## src/rtl/core/cht_pkg.sv

```systemverilog
// Shared types, constants and state codes for the chained hash table.
`default_nettype none
package cht_pkg;
  localparam int NumBuckets = 128;
  localparam int PoolSize   = 256;
  localparam int BucketW    = $clog2(NumBuckets);
  localparam int NodeW      = $clog2(PoolSize);
  localparam int PtrW       = NodeW + 1;
  localparam int CountW     = $clog2(NumBuckets + 1);
  localparam logic [PtrW-1:0] NilPtr = PtrW'(PoolSize);

  typedef enum logic [1:0] {
    ACT_INSERT = 2'd0,
    ACT_SEARCH = 2'd1,
    ACT_REMOVE = 2'd2,
    ACT_NONE   = 2'd3
  } action_t;

  typedef enum logic [2:0] {
    ST_INSERTED  = 3'd0,
    ST_UPDATED   = 3'd1,
    ST_FOUND     = 3'd2,
    ST_NOT_FOUND = 3'd3,
    ST_REMOVED   = 3'd4,
    ST_FULL      = 3'd5
  } status_t;

  typedef struct packed {
    logic [1:0]   action;
    logic signed [31:0] req_key;
    logic signed [31:0] req_value;
  } req_t;

  typedef struct packed {
    logic [2:0]   status;
    logic signed [31:0] found_value;
  } rsp_t;

  typedef enum logic [3:0] {
    S_IDLE, S_MOD, S_HEAD, S_HEADW, S_READ, S_READW, S_CMP, S_ACT, S_UNLINK, S_OUT
  } state_t;

  // Commands from the controller to the datapath.
  typedef struct packed {
    logic load;       // capture request, start remainder
    logic mod_step;   // one remainder step
    logic head_rd;    // read bucket head into cursor
    logic node_rd;    // read node at cursor
    logic advance;    // prev <= cur, cur <= link
    logic commit;     // perform action on match/miss
    logic unlink;     // second write of a remove
    logic out_load;   // register the response
  } cmd_t;

  // Status from the datapath to the controller.
  typedef struct packed {
    logic mod_done;
    logic cur_nil;
    logic key_hit;
    logic steps_done;
    logic need_unlink;
  } stat_t;
endpackage
`default_nettype wire

```

## src/rtl/core/cht_ctrl.sv

```systemverilog
// Controller state machine that sequences one request through the datapath.
`default_nettype none
module cht_ctrl (
  input  wire logic          clk,
  input  wire logic          rst,
  input  wire logic          in_fire,
  input  wire logic          out_busy,
  input  wire cht_pkg::stat_t st,
  output cht_pkg::cmd_t      cmd,
  output logic               idle
);
  cht_pkg::state_t state, state_next;

  // State register.
  always_ff @(posedge clk) begin
    if (rst) state <= cht_pkg::S_IDLE;
    else     state <= state_next;
  end

  // Next-state logic.
  always_comb begin
    state_next = state;
    unique case (state)
      cht_pkg::S_IDLE:   if (in_fire) state_next = cht_pkg::S_MOD;
      cht_pkg::S_MOD:    if (st.mod_done) state_next = cht_pkg::S_HEAD;
      cht_pkg::S_HEAD:   state_next = cht_pkg::S_HEADW;
      cht_pkg::S_HEADW:  state_next = cht_pkg::S_READ;
      cht_pkg::S_READ:   state_next = st.cur_nil ? cht_pkg::S_ACT : cht_pkg::S_READW;
      cht_pkg::S_READW:  state_next = cht_pkg::S_CMP;
      cht_pkg::S_CMP:    state_next = (st.key_hit || st.steps_done) ? cht_pkg::S_ACT
                                                                    : cht_pkg::S_READ;
      cht_pkg::S_ACT:    state_next = st.need_unlink ? cht_pkg::S_UNLINK : cht_pkg::S_OUT;
      cht_pkg::S_UNLINK: state_next = cht_pkg::S_OUT;
      cht_pkg::S_OUT:    if (!out_busy) state_next = cht_pkg::S_IDLE;
      default:           state_next = cht_pkg::S_IDLE;
    endcase
  end

  // Output decode.
  always_comb begin
    cmd  = '0;
    idle = 1'b0;
    unique case (state)
      cht_pkg::S_IDLE:   begin idle = 1'b1; cmd.load = in_fire; end
      cht_pkg::S_MOD:    cmd.mod_step = 1'b1;
      cht_pkg::S_HEAD:   cmd.head_rd = 1'b1;
      cht_pkg::S_READ:   cmd.node_rd = !st.cur_nil;
      cht_pkg::S_CMP:    cmd.advance = !st.key_hit && !st.steps_done;
      cht_pkg::S_ACT:    cmd.commit = 1'b1;
      cht_pkg::S_UNLINK: cmd.unlink = 1'b1;
      cht_pkg::S_OUT:    cmd.out_load = !out_busy;
      default:           ;
    endcase
  end

  // A response is loaded only from the output state.
  a_out_state: assert property (@(posedge clk) disable iff (rst)
    cmd.out_load |-> $past(state_next) == cht_pkg::S_OUT || state == cht_pkg::S_OUT)
    else $error("response loaded outside output state");
  a_load_idle: assert property (@(posedge clk) disable iff (rst)
    cmd.load |=> state == cht_pkg::S_MOD)
    else $error("load did not start remainder");
  a_one_cmd: assert property (@(posedge clk) disable iff (rst)
    $onehot0(cmd))
    else $error("more than one command");
endmodule
`default_nettype wire

```

## config.mk

```make
export PLATFORM = sky130hd
export DESIGN_NAME = cht_ctrl
export DESIGN_NICKNAME = d
export VERILOG_FILES = /design/src/rtl/core/cht_pkg.sv /design/src/rtl/core/cht_ctrl.sv
export SDC_FILE = /design/constraint.sdc
export NUM_CORES = 1
export LEC_CHECK = 0
export ABC_AREA = 1
export BUFFER_PORTS_ARGS = -buffer_cell sky130_fd_sc_hd__buf_2
export CORE_AREA = 5 5 42 44
export DETAILED_ROUTE_END_ITERATION = 12
export DIE_AREA = 0 0 47 49
export MAX_ROUTING_LAYER = met4
export PLACE_DENSITY = 0.5
export SYNTH_ARGS = -nofsm -noshare
export SYNTH_HDL_FRONTEND = slang
export SYNTH_SLANG_ARGS = --single-unit
```

## constraint.sdc

```tcl
create_clock -name clk -period 1.1 [get_ports clk]
set_clock_uncertainty 0.05 [all_clocks]
set_input_delay 0.055 -clock clk [delete_from_list [all_inputs] [get_ports clk]]
set_output_delay 0.055 -clock clk [all_outputs]
set_load 0.005 [all_outputs]
```

Yosys cells after proc, flatten, opt, wreduce, memory -nomap -nowiden

Cells that the tools add are included.

Register bits: 4
Latch bits: 0
Memory bits (writable): 0
ROM bits: 0
Input port bits: 9
Word-level logic and storage cells: 37
Memories: 0

Add/subtract/negate cells: 0
$mul: 0
Divide/modulo/power cells: 0
$lt $le $gt $ge: 0
Equal/unequal tests: 12
Shifts and indexed selects: 0
Multiplexer cells: 16
Bitwise logic cells: 0
Reduce and logical (&&, ||, !) cells: 8

Operator list:

| kind                                                 | count |
|---|---|
| case mux 4 bit (10 select lines)                     | 1 |
| equality test 4 x 3 -> 1 bit (second input constant) | 4 |
| two-way mux 4 bit                                    | 3 |
| two-way mux 1 bit                                    | 10 |
| equality test 4 x 2 -> 1 bit (second input constant) | 2 |
| equality test 4 bit (second input constant)          | 2 |
| != test 2 bit (second input constant)                | 3 |
| equality test 4 x 1 -> 1 bit (second input constant) | 1 |
| zero test 1 bit                                      | 4 |
| zero test 4 bit                                      | 1 |
| two-way mux 2 bit                                    | 2 |
| AND reduction 3 bit                                  | 1 |
| logical AND 1 bit                                    | 1 |
| logical OR 1 bit                                     | 1 |

Longest topological paths before layout

Gate-level depths: netlist of run 1.

Depth after elaboration: 3
Gate-level depth with buffers: 8
Gate-level depth less buffers: 8

Worst setup path after synthesis of run 1

OpenSTA, ideal clock, no wires.

Kind: register -> register
From: register state[2]
To: register state[0]
Library setup time: 116 ps
Arrival time: 890 ps
Setup slack: 45 ps
Stages on the path, launching flop included: 7
Buffers on the path: 0
Clock period less this slack: 1055 ps
Path through: dfxtp_1 nor2_1 nand2_1 nor2_1 nor2_2 nand2_1 a21oi_1

Longest elaborated chain between the ends: 3

RTL lines:

| element                                                    | line           | RTL |
|---|---|---|
| start, declared                                            | cht_ctrl.sv:12 | `cht_pkg::state_t state, state_next;` |
| start signal, assigned                                     | cht_ctrl.sv:16 | `if (rst) state <= cht_pkg::S_IDLE;` |
| start signal, assigned                                     | cht_ctrl.sv:17 | `else state <= state_next;` |
| equality test 4 x 1 -> 1 bit, or another cell as far along | cht_ctrl.sv:23 | `unique case (state)` |
| != test 2 bit (no source line)                             | --             |  |
| AND reduction 3 bit (no source line)                       | --             |  |

Several ways; a longest one is shown, not always the timed one.
A chain may end at the register's enable or synchronous reset.

==> results of run 1 <==
-- per-layer routing --
metal,part of all wire [%],up-vias
met4,3.8,0
met1,40,237
met2,51,12
met3,5.3,5
li1,-,256
met5,0,-
-- cells in the mapped netlist --
| library cell | number |
|---|---|
| nor2_1 | 8 |
| dfxtp_1 | 4 |
| nand3_1 | 6 |
| nor2_2 | 4 |
| nand2_1 | 11 |
| nand2_2 | 1 |
| nor3_1 | 3 |
| inv_2 | 1 |
| a211oi_1 | 1 |
| a21oi_1 | 3 |
| nor4_1 | 2 |
| inv_1 | 14 |
-- logic make-up (layout without fill, tap and decap cells) --
logic type	Yosys count	after routing
DFF	4	4
and+or+nand+nor	35	35
buffers and inverters	15	53
AOI/OAI and AO/OA	4	4
-- power by group --
| part | leakage, nW | switching, mW | internal (mW) |
|---|---|---|---|
| Clock | 0.0138 | 0.0683 | 0.123 |
| Combinational | 0.336 | 0.336 | 0.373 |
| Sequential | 0.0353 | 0.0549 | 0.177 |
-- cell type report --
type                    instances  area [um^2]  share of cell area [%]
inverters                      15         58.8                    7.58
multi-input cells              39          313                    40.3
well taps                      16         20.0                    2.58
repair buffers                 35          269                    34.7
clock buffers                   3         22.5                    2.90
flip-flops and latches          4         92.6                    11.9
-- placed cells by master, fill, tap and decap left out --
cell type	synthesis	layout
nor3_4	0	1
inv_2	1	6
nand2_2	1	3
nand3_4	0	1
nor2_4	0	5
buf_4	0	8
buf_2	0	15
dlygate4sd3_1	0	1
a211oi_1	1	1
nand2_4	0	3
inv_4	0	1
a21oi_2	0	3
nand3_2	0	2
buf_6	0	11
nor2_2	4	3
nor4_2	0	2
nor3_2	0	2
inv_1	14	8
nor2_1	8	4
clkbuf_4	0	3
dfxtp_4	0	3
nand3_1	6	3
nand2_1	11	6
dfxtp_2	0	1
-- path summary, 6_finish.rpt --
kind,end,cells past startpoint,startpoint,slack (ps)
min,state[1],5,in_fire,150
max,cmd[0],5,state[0],-140
min reg2reg,state[2],3,state[0],630
max reg2reg,state[0],8,state[3],-110
-- what timing repair did --
item,in CTS,in global routing
hold endpoints to repair,4,0
setup buffers,6,0
hold buffers,1,0
setup endpoints to repair,12,13
cloned,0,0
pin swaps,9,4
gates resized for setup,45,11
-- worst max-delay path, cell delays in order (launching register included) --
cell,delay [ps]
dfxtp_4,380
inv_2,50
nor2_4,130
inv_2,60
nor4_2,120
buf_2,150
==> impl_results.md, run 1 <==
* Final Critical Period at about 1200 ps
* Synth Register Bits at 4
* Largest regs: state (4)
* Antenna Cells at 0
* Met2 usage in global routing at roughly a fifth
* Place WS at -96.9 ps
* Most flops, register: state
* M1 GR Usage at roughly 16%
* Placed Area at 514 um^2
* Vias/cell at 4.55
* Power consumption at 1.13 mW
* Initial Util at 22.8%
* Row count at 14
* Fraction of layout instances using a drive strength above 1 at 76.0%
* VDD IR max at 0.000882 V
* Post-synthesis mux area share at 0%
* Synthesis-to-layout area growth at 143%
* Finished Layout Cells at 112
* Pins Over Slew Limit at 0
* Failing checks: negative setup slack
* Nets@finish at 107
* Synth area leaders: dfxtp_1, inv_1, nand2_1
* Synth area leader: dfxtp_1
* Worst Hold Slack at 146 ps
* Largest fanout on the critical path at 5
* Fin. Hold Viols at 0
* Netlist cell types at 12
* 1st-iter DRT viols at 2
* Final Setup Violations at 13
* IO buf count at 17
* GRT Max-Usage Layer: met2
* Synth Net Count at 67
* WL per Instance at 10.7 um
* Measured slew at the worst slew-check pin at between 200 and 250 ps
* Maximum clock frequency at just over 800 MHz
* Synth Area in Adders at 0%
* Complex-gate fraction of the synthesized area at 7.06%
* TNS Setup at -1210 ps
* DIE WIDTH at 47 um
* Worst Setup Start Kind: flop
* Total global-route track usage at 13.5%
* Synthesized area at 319 um^2
* Post-synthesis sequential area ratio at around 25%
* Clock Path Buffers at 2
* Setup Crit Path Kind: reg -> out
* Max reg flops at 4
* Inst Count DP at 103
* First-pass GRT wire length at 2190 um
* Routed WL at 1200 um
* Post-route setup slack at -142 ps
* Main combinational cell family by area after synthesis: simple AND/OR/NAND/NOR gates
* Top-area cell type share of the netlist area at 25.1%
* Final design utilization at 55.4%
* Worst-Skew Late Latency at ~240 ps
* Worst EP required at 1000 ps
* Antenna Nets Post-Route at 0
* Status: finished, violations left
* Post-synthesis simple-gate area fraction at between 50% and 60%
* Xor/xnor share of the synthesized area at 0%
* TritonRoute pass-1 iters at 3
* Top Ports at 18
* Clock Pin Slew Worst Setup and Hold Paths at roughly 40 ps
* Filler instances at 140
* Power Density at 1460 mW/mm^2
* Vias in the first global route at 506
* Slew margin rel. at 86.3%
* Leakage Power at 0.385 nW
* Initial antenna violation count at 0
* Final instance area at around 780 um^2
* Routability cong. at about 0.8
* DIE HEIGHT at 49 um
* Inserted Clock Buffers at 3
* M3 GR Usage at 3.69%
* Worst path arrival time at 1140 ps
* DRC viols at 0
* Unrepaired setup endpoints after global routing: yes
* Routed vias at slightly above 500
* Gr ovfl total at 0
* Max Cap Violations at 0
* Synth warnings at 0
* Sink Count at 4
* CTS tree: yes
* Fin crit share at 113%
* H-tree depth at 1
* Tightest Hold Check Type: in -> reg
* Total die area at ~0.0023 mm^2
* Core area at 0.00140 mm^2
* Syn avg cell area at about 5.5 um^2
* Cells after Synth at 58
* Largest net degree at the start of global routing at 7
* Setup crit end kind: output pin
* Root Driver: clkbuf_4
No activity file was read; power rests on OpenSTA's default activity.
==> run 2, diff against run 1 <==
--- a/config.mk
+++ b/config.mk
@@ -5,13 +5,13 @@
 export SDC_FILE = /design/constraint.sdc
 export NUM_CORES = 1
 export LEC_CHECK = 0
-export ABC_AREA = 1
 export BUFFER_PORTS_ARGS = -buffer_cell sky130_fd_sc_hd__buf_2
 export CORE_AREA = 5 5 42 44
 export DETAILED_ROUTE_END_ITERATION = 12
 export DIE_AREA = 0 0 47 49
 export MAX_ROUTING_LAYER = met4
-export PLACE_DENSITY = 0.5
+export PLACE_DENSITY = 0.51
 export SYNTH_ARGS = -nofsm -noshare
 export SYNTH_HDL_FRONTEND = slang
 export SYNTH_SLANG_ARGS = --single-unit
+export TNS_END_PERCENT = 50
==> run 2 against run 1 <==
The run still ends with negative setup slack left; register-to-register slack worse by 200 ps; utilization is 8.3 points lower; synthesized cell count is 21% lower; combinational power is 4.2% higher; global-route usage is 2.3 points lower; sequential cell count stayed put; sequential power is 7% lower; wire length is 6.2% lower; power is 1.2% higher; critical endpoint is now cmd[3]; largest cell class unchanged; sequential share of layout area is 1.3 points higher; critical path type unchanged; clock-buffer cell count stayed put; largest power group unchanged.
==> impl_results.md, run 2 <==
* Post-synthesis sequential area ratio at 24.3%
* Synth warnings at 0
* Largest fanout on the critical path at 4
* Hold path cells at 4
* Hold endpoint: state[0]
* Syn avg cell area at 7.15 um^2
* Synth Net Count at 55
* Inserted Clock Buffers at 3
* Async SR Flop Fraction at 0%
* Synthesis-to-layout area growth at 100%
* Finished Layout Cells at 97
* Total global-route track usage at 11.2%
* Status: finished, violations left
* Clock Pin Slew Worst Setup and Hold Paths at 40 ps
* Core area at 0.00140 mm^2
* Max Cap Violations at 0
* Largest net degree at the start of global routing at 10
* Fraction of layout instances using a drive strength above 1 at 64.2%
* Worst path cell trace: or3b_4 > nor4b_2 > buf_2
* Vias/cell at 4.68
* TritonRoute pass-1 iters at 2
* Synth area leaders: dfxtp_1, nor2_1, nor3_1
* Pins Over Slew Limit at 0
* IO buf count at 17
* Antenna Cells at 0
* CTS tree: yes
* Inst Count DP at a little under 90
* Maximum clock frequency at 690 MHz
* CP peak stage delay at ~410 ps
* H-tree depth at 1
* Final Setup Violations at 11
* Multi-input gate area at between 200 and 300 um^2
* CP max-delay cell: or3b_4
* 1st-iter DRT viols at 4
* DRC viols at 0
* Measured slew at the worst slew-check pin at 322 ps
* Setup crit end kind: output pin
* Worst-Skew Late Latency at around 240 ps
* Sequential cell area at a little under 90 um^2
* Failing checks: negative setup slack
* Reg2Reg Launch Point: state[3]
* Main synth FF type: dfxtp_1
* Tightest Hold Check Type: in -> reg
* RR Endpoint: state[0]
* Commonest cells in the netlist: nor2_1, nand2_1, dfxtp_1, nor3_1, a21oi_1
* Setup Crit Path Kind: reg -> out
* Routability cong. at 0.735
* Most frequent cells in the layout: buf_2, buf_4, nor2_1
* Slew margin rel. at 78.5%
* Root Driver: clkbuf_4
* Top Ports at 18
* Netlist cell types at 23
* Clock Path Buffers at 2
* Power Density at 1740 mW/mm^2
* Max reg flops at 4
* Initial Util at between 20% and 30%
* Synthesized area at roughly 330 um^2
* Initial antenna violation count at 0
* Worst EP required at 1000 ps
* R2R depth at 5
* Fin crit share at 132%
* Largest regs: state (4)
* First-pass GRT wire length at 1880 um
* Reg-to-reg slack, setup at -310 ps
* Final design utilization at between 40 and 50%
* Cells after Synth at 46
* Leakage Power at 0.322 nW
* Synth area leader: dfxtp_1
* Top-area cell type share of the netlist area at 24.3%
* Gr ovfl total at 0
* CP bufs+invs at 1
* Cell with the most instances after synthesis: nor2_1
* Nets@finish at 92
* Vias in the first global route at 430
* Routed vias at approximately 450
* Commonest non-fill, non-tap cell in the layout: buf_2
* Detailed Place HPWL at about 780 um
* Worst path arrival time at ~1300 ps
* Post-route setup slack at -349 ps
* Antenna Nets Post-Route at 0
* Number of synthesized flops with an enable pin at 0
* Most flops, register: state
* Synth Register Bits at 4
* Sink Count at 4
* DIE HEIGHT at 49 um
* Row count at 14
* DIE WIDTH at approximately 47 um
* Crit path max-delay family: simple AND/OR/NAND/NOR gates
* Routed WL at 1120 um
* WL per Instance at 11.6 um
* Hold path start: st[4]
* TNS Setup at -2510 ps
* Worst Setup Start Kind: flop
* Final Critical Period at around 1400 ps
* VDD IR max at 0.000590 V
* Fin. Hold Viols at 0
* Total die area at 0.00230 mm^2
* Filler instances at 168
* Unrepaired setup endpoints after global routing: yes
==> run 2: cell count changes after synthesis, moves of 2 or more <==
cell / change
buf_2: +2
inv_1: -13
nand2_1: -6
nand3_1: -5
nand4b_1: +2
nor2_2: -4
==> run 2: power by group <==
group / internal, mW / switching, mW / total, mW
Combinational: 0.425 / 0.314 / 0.739
Sequential: 0.181 / 0.0349 / 0.216
Clock: 0.123 / 0.0685 / 0.191
Total: 0.729 / 0.417 / 1.15
==> run 2: worst max-delay path by stage <==
stage / start / cells past startpoint / end / slack (ps)
after detailed placement: state[0] / 4 / state[0] / -150
after floorplan: state[1] / 5 / state[0] / -170
after global placement: state[1] / 5 / state[0] / -130
final: state[3] / 3 / cmd[3] / -350
after global routing: state[3] / 3 / cmd[3] / -410
after CTS: state[1] / 3 / cmd[3] / -340
==> run 2: tightest hold or removal path, stage by stage <==
cell and delay (ps):
buf_2 100, o21ai_0 70, nand4b_1 110, o31ai_2 70
==> run 2: cell type report <==
| type | instances | share of cell area, % |
|---|---|---|
| multi-input combinational | 37 | 41.6 |
| inverter | 1 | 0.569 |
| tap | 16 | 3.04 |
| clock buffer | 3 | 3.42 |
| timing repair buffer | 36 | 38.1 |
| sequential | 4 | 13.3 |
==> run 2: layer usage <==
metal  vias up  wire [um]  track usage [%]
met1       202        477             14.0
met2        15        539             16.5
met5         -          0                -
met4         0         24             5.53
met3         2         82             2.21
li1        235          -                -
==> run 2: logic make-up (layout without fill, tap and decap cells) <==
group           after synthesis  count (layout)  share of synthesized area [%]
compound gates                8               8                           17.1
xor+xnor                      1               1                           2.66
buf+inv                       5              40                           8.74
simple gates                 28              28                           47.2
flops                         4               4                           24.3
==> run 2: per-stage QoR <==
| stage | setup WS, ps | cell area, um^2 | hold WS [ps] | power [mW] |
|---|---|---|---|---|
| 2_1_floorplan | -166 | 340 | 74.1 | 0.525 |
| 3_3_place_gp | -127 | 518 | 246 | 0.754 |
| 3_5_place_dp | -149 | 518 | 246 | 0.757 |
| 4_1_cts | -337 | 629 | 116 | 1.11 |
| 5_1_grt | -406 | 659 | 158 | 1.24 |
| 6_report | -349 | 659 | 151 | 1.15 |
==> run 2: repair_timing <==
item	in CTS	in global routing
setup endpoints to repair	11	13
buffers inserted	2	3
hold endpoints to repair	2	0
hold buffers	1	0
resized for setup	16	2
pin swaps	3	2
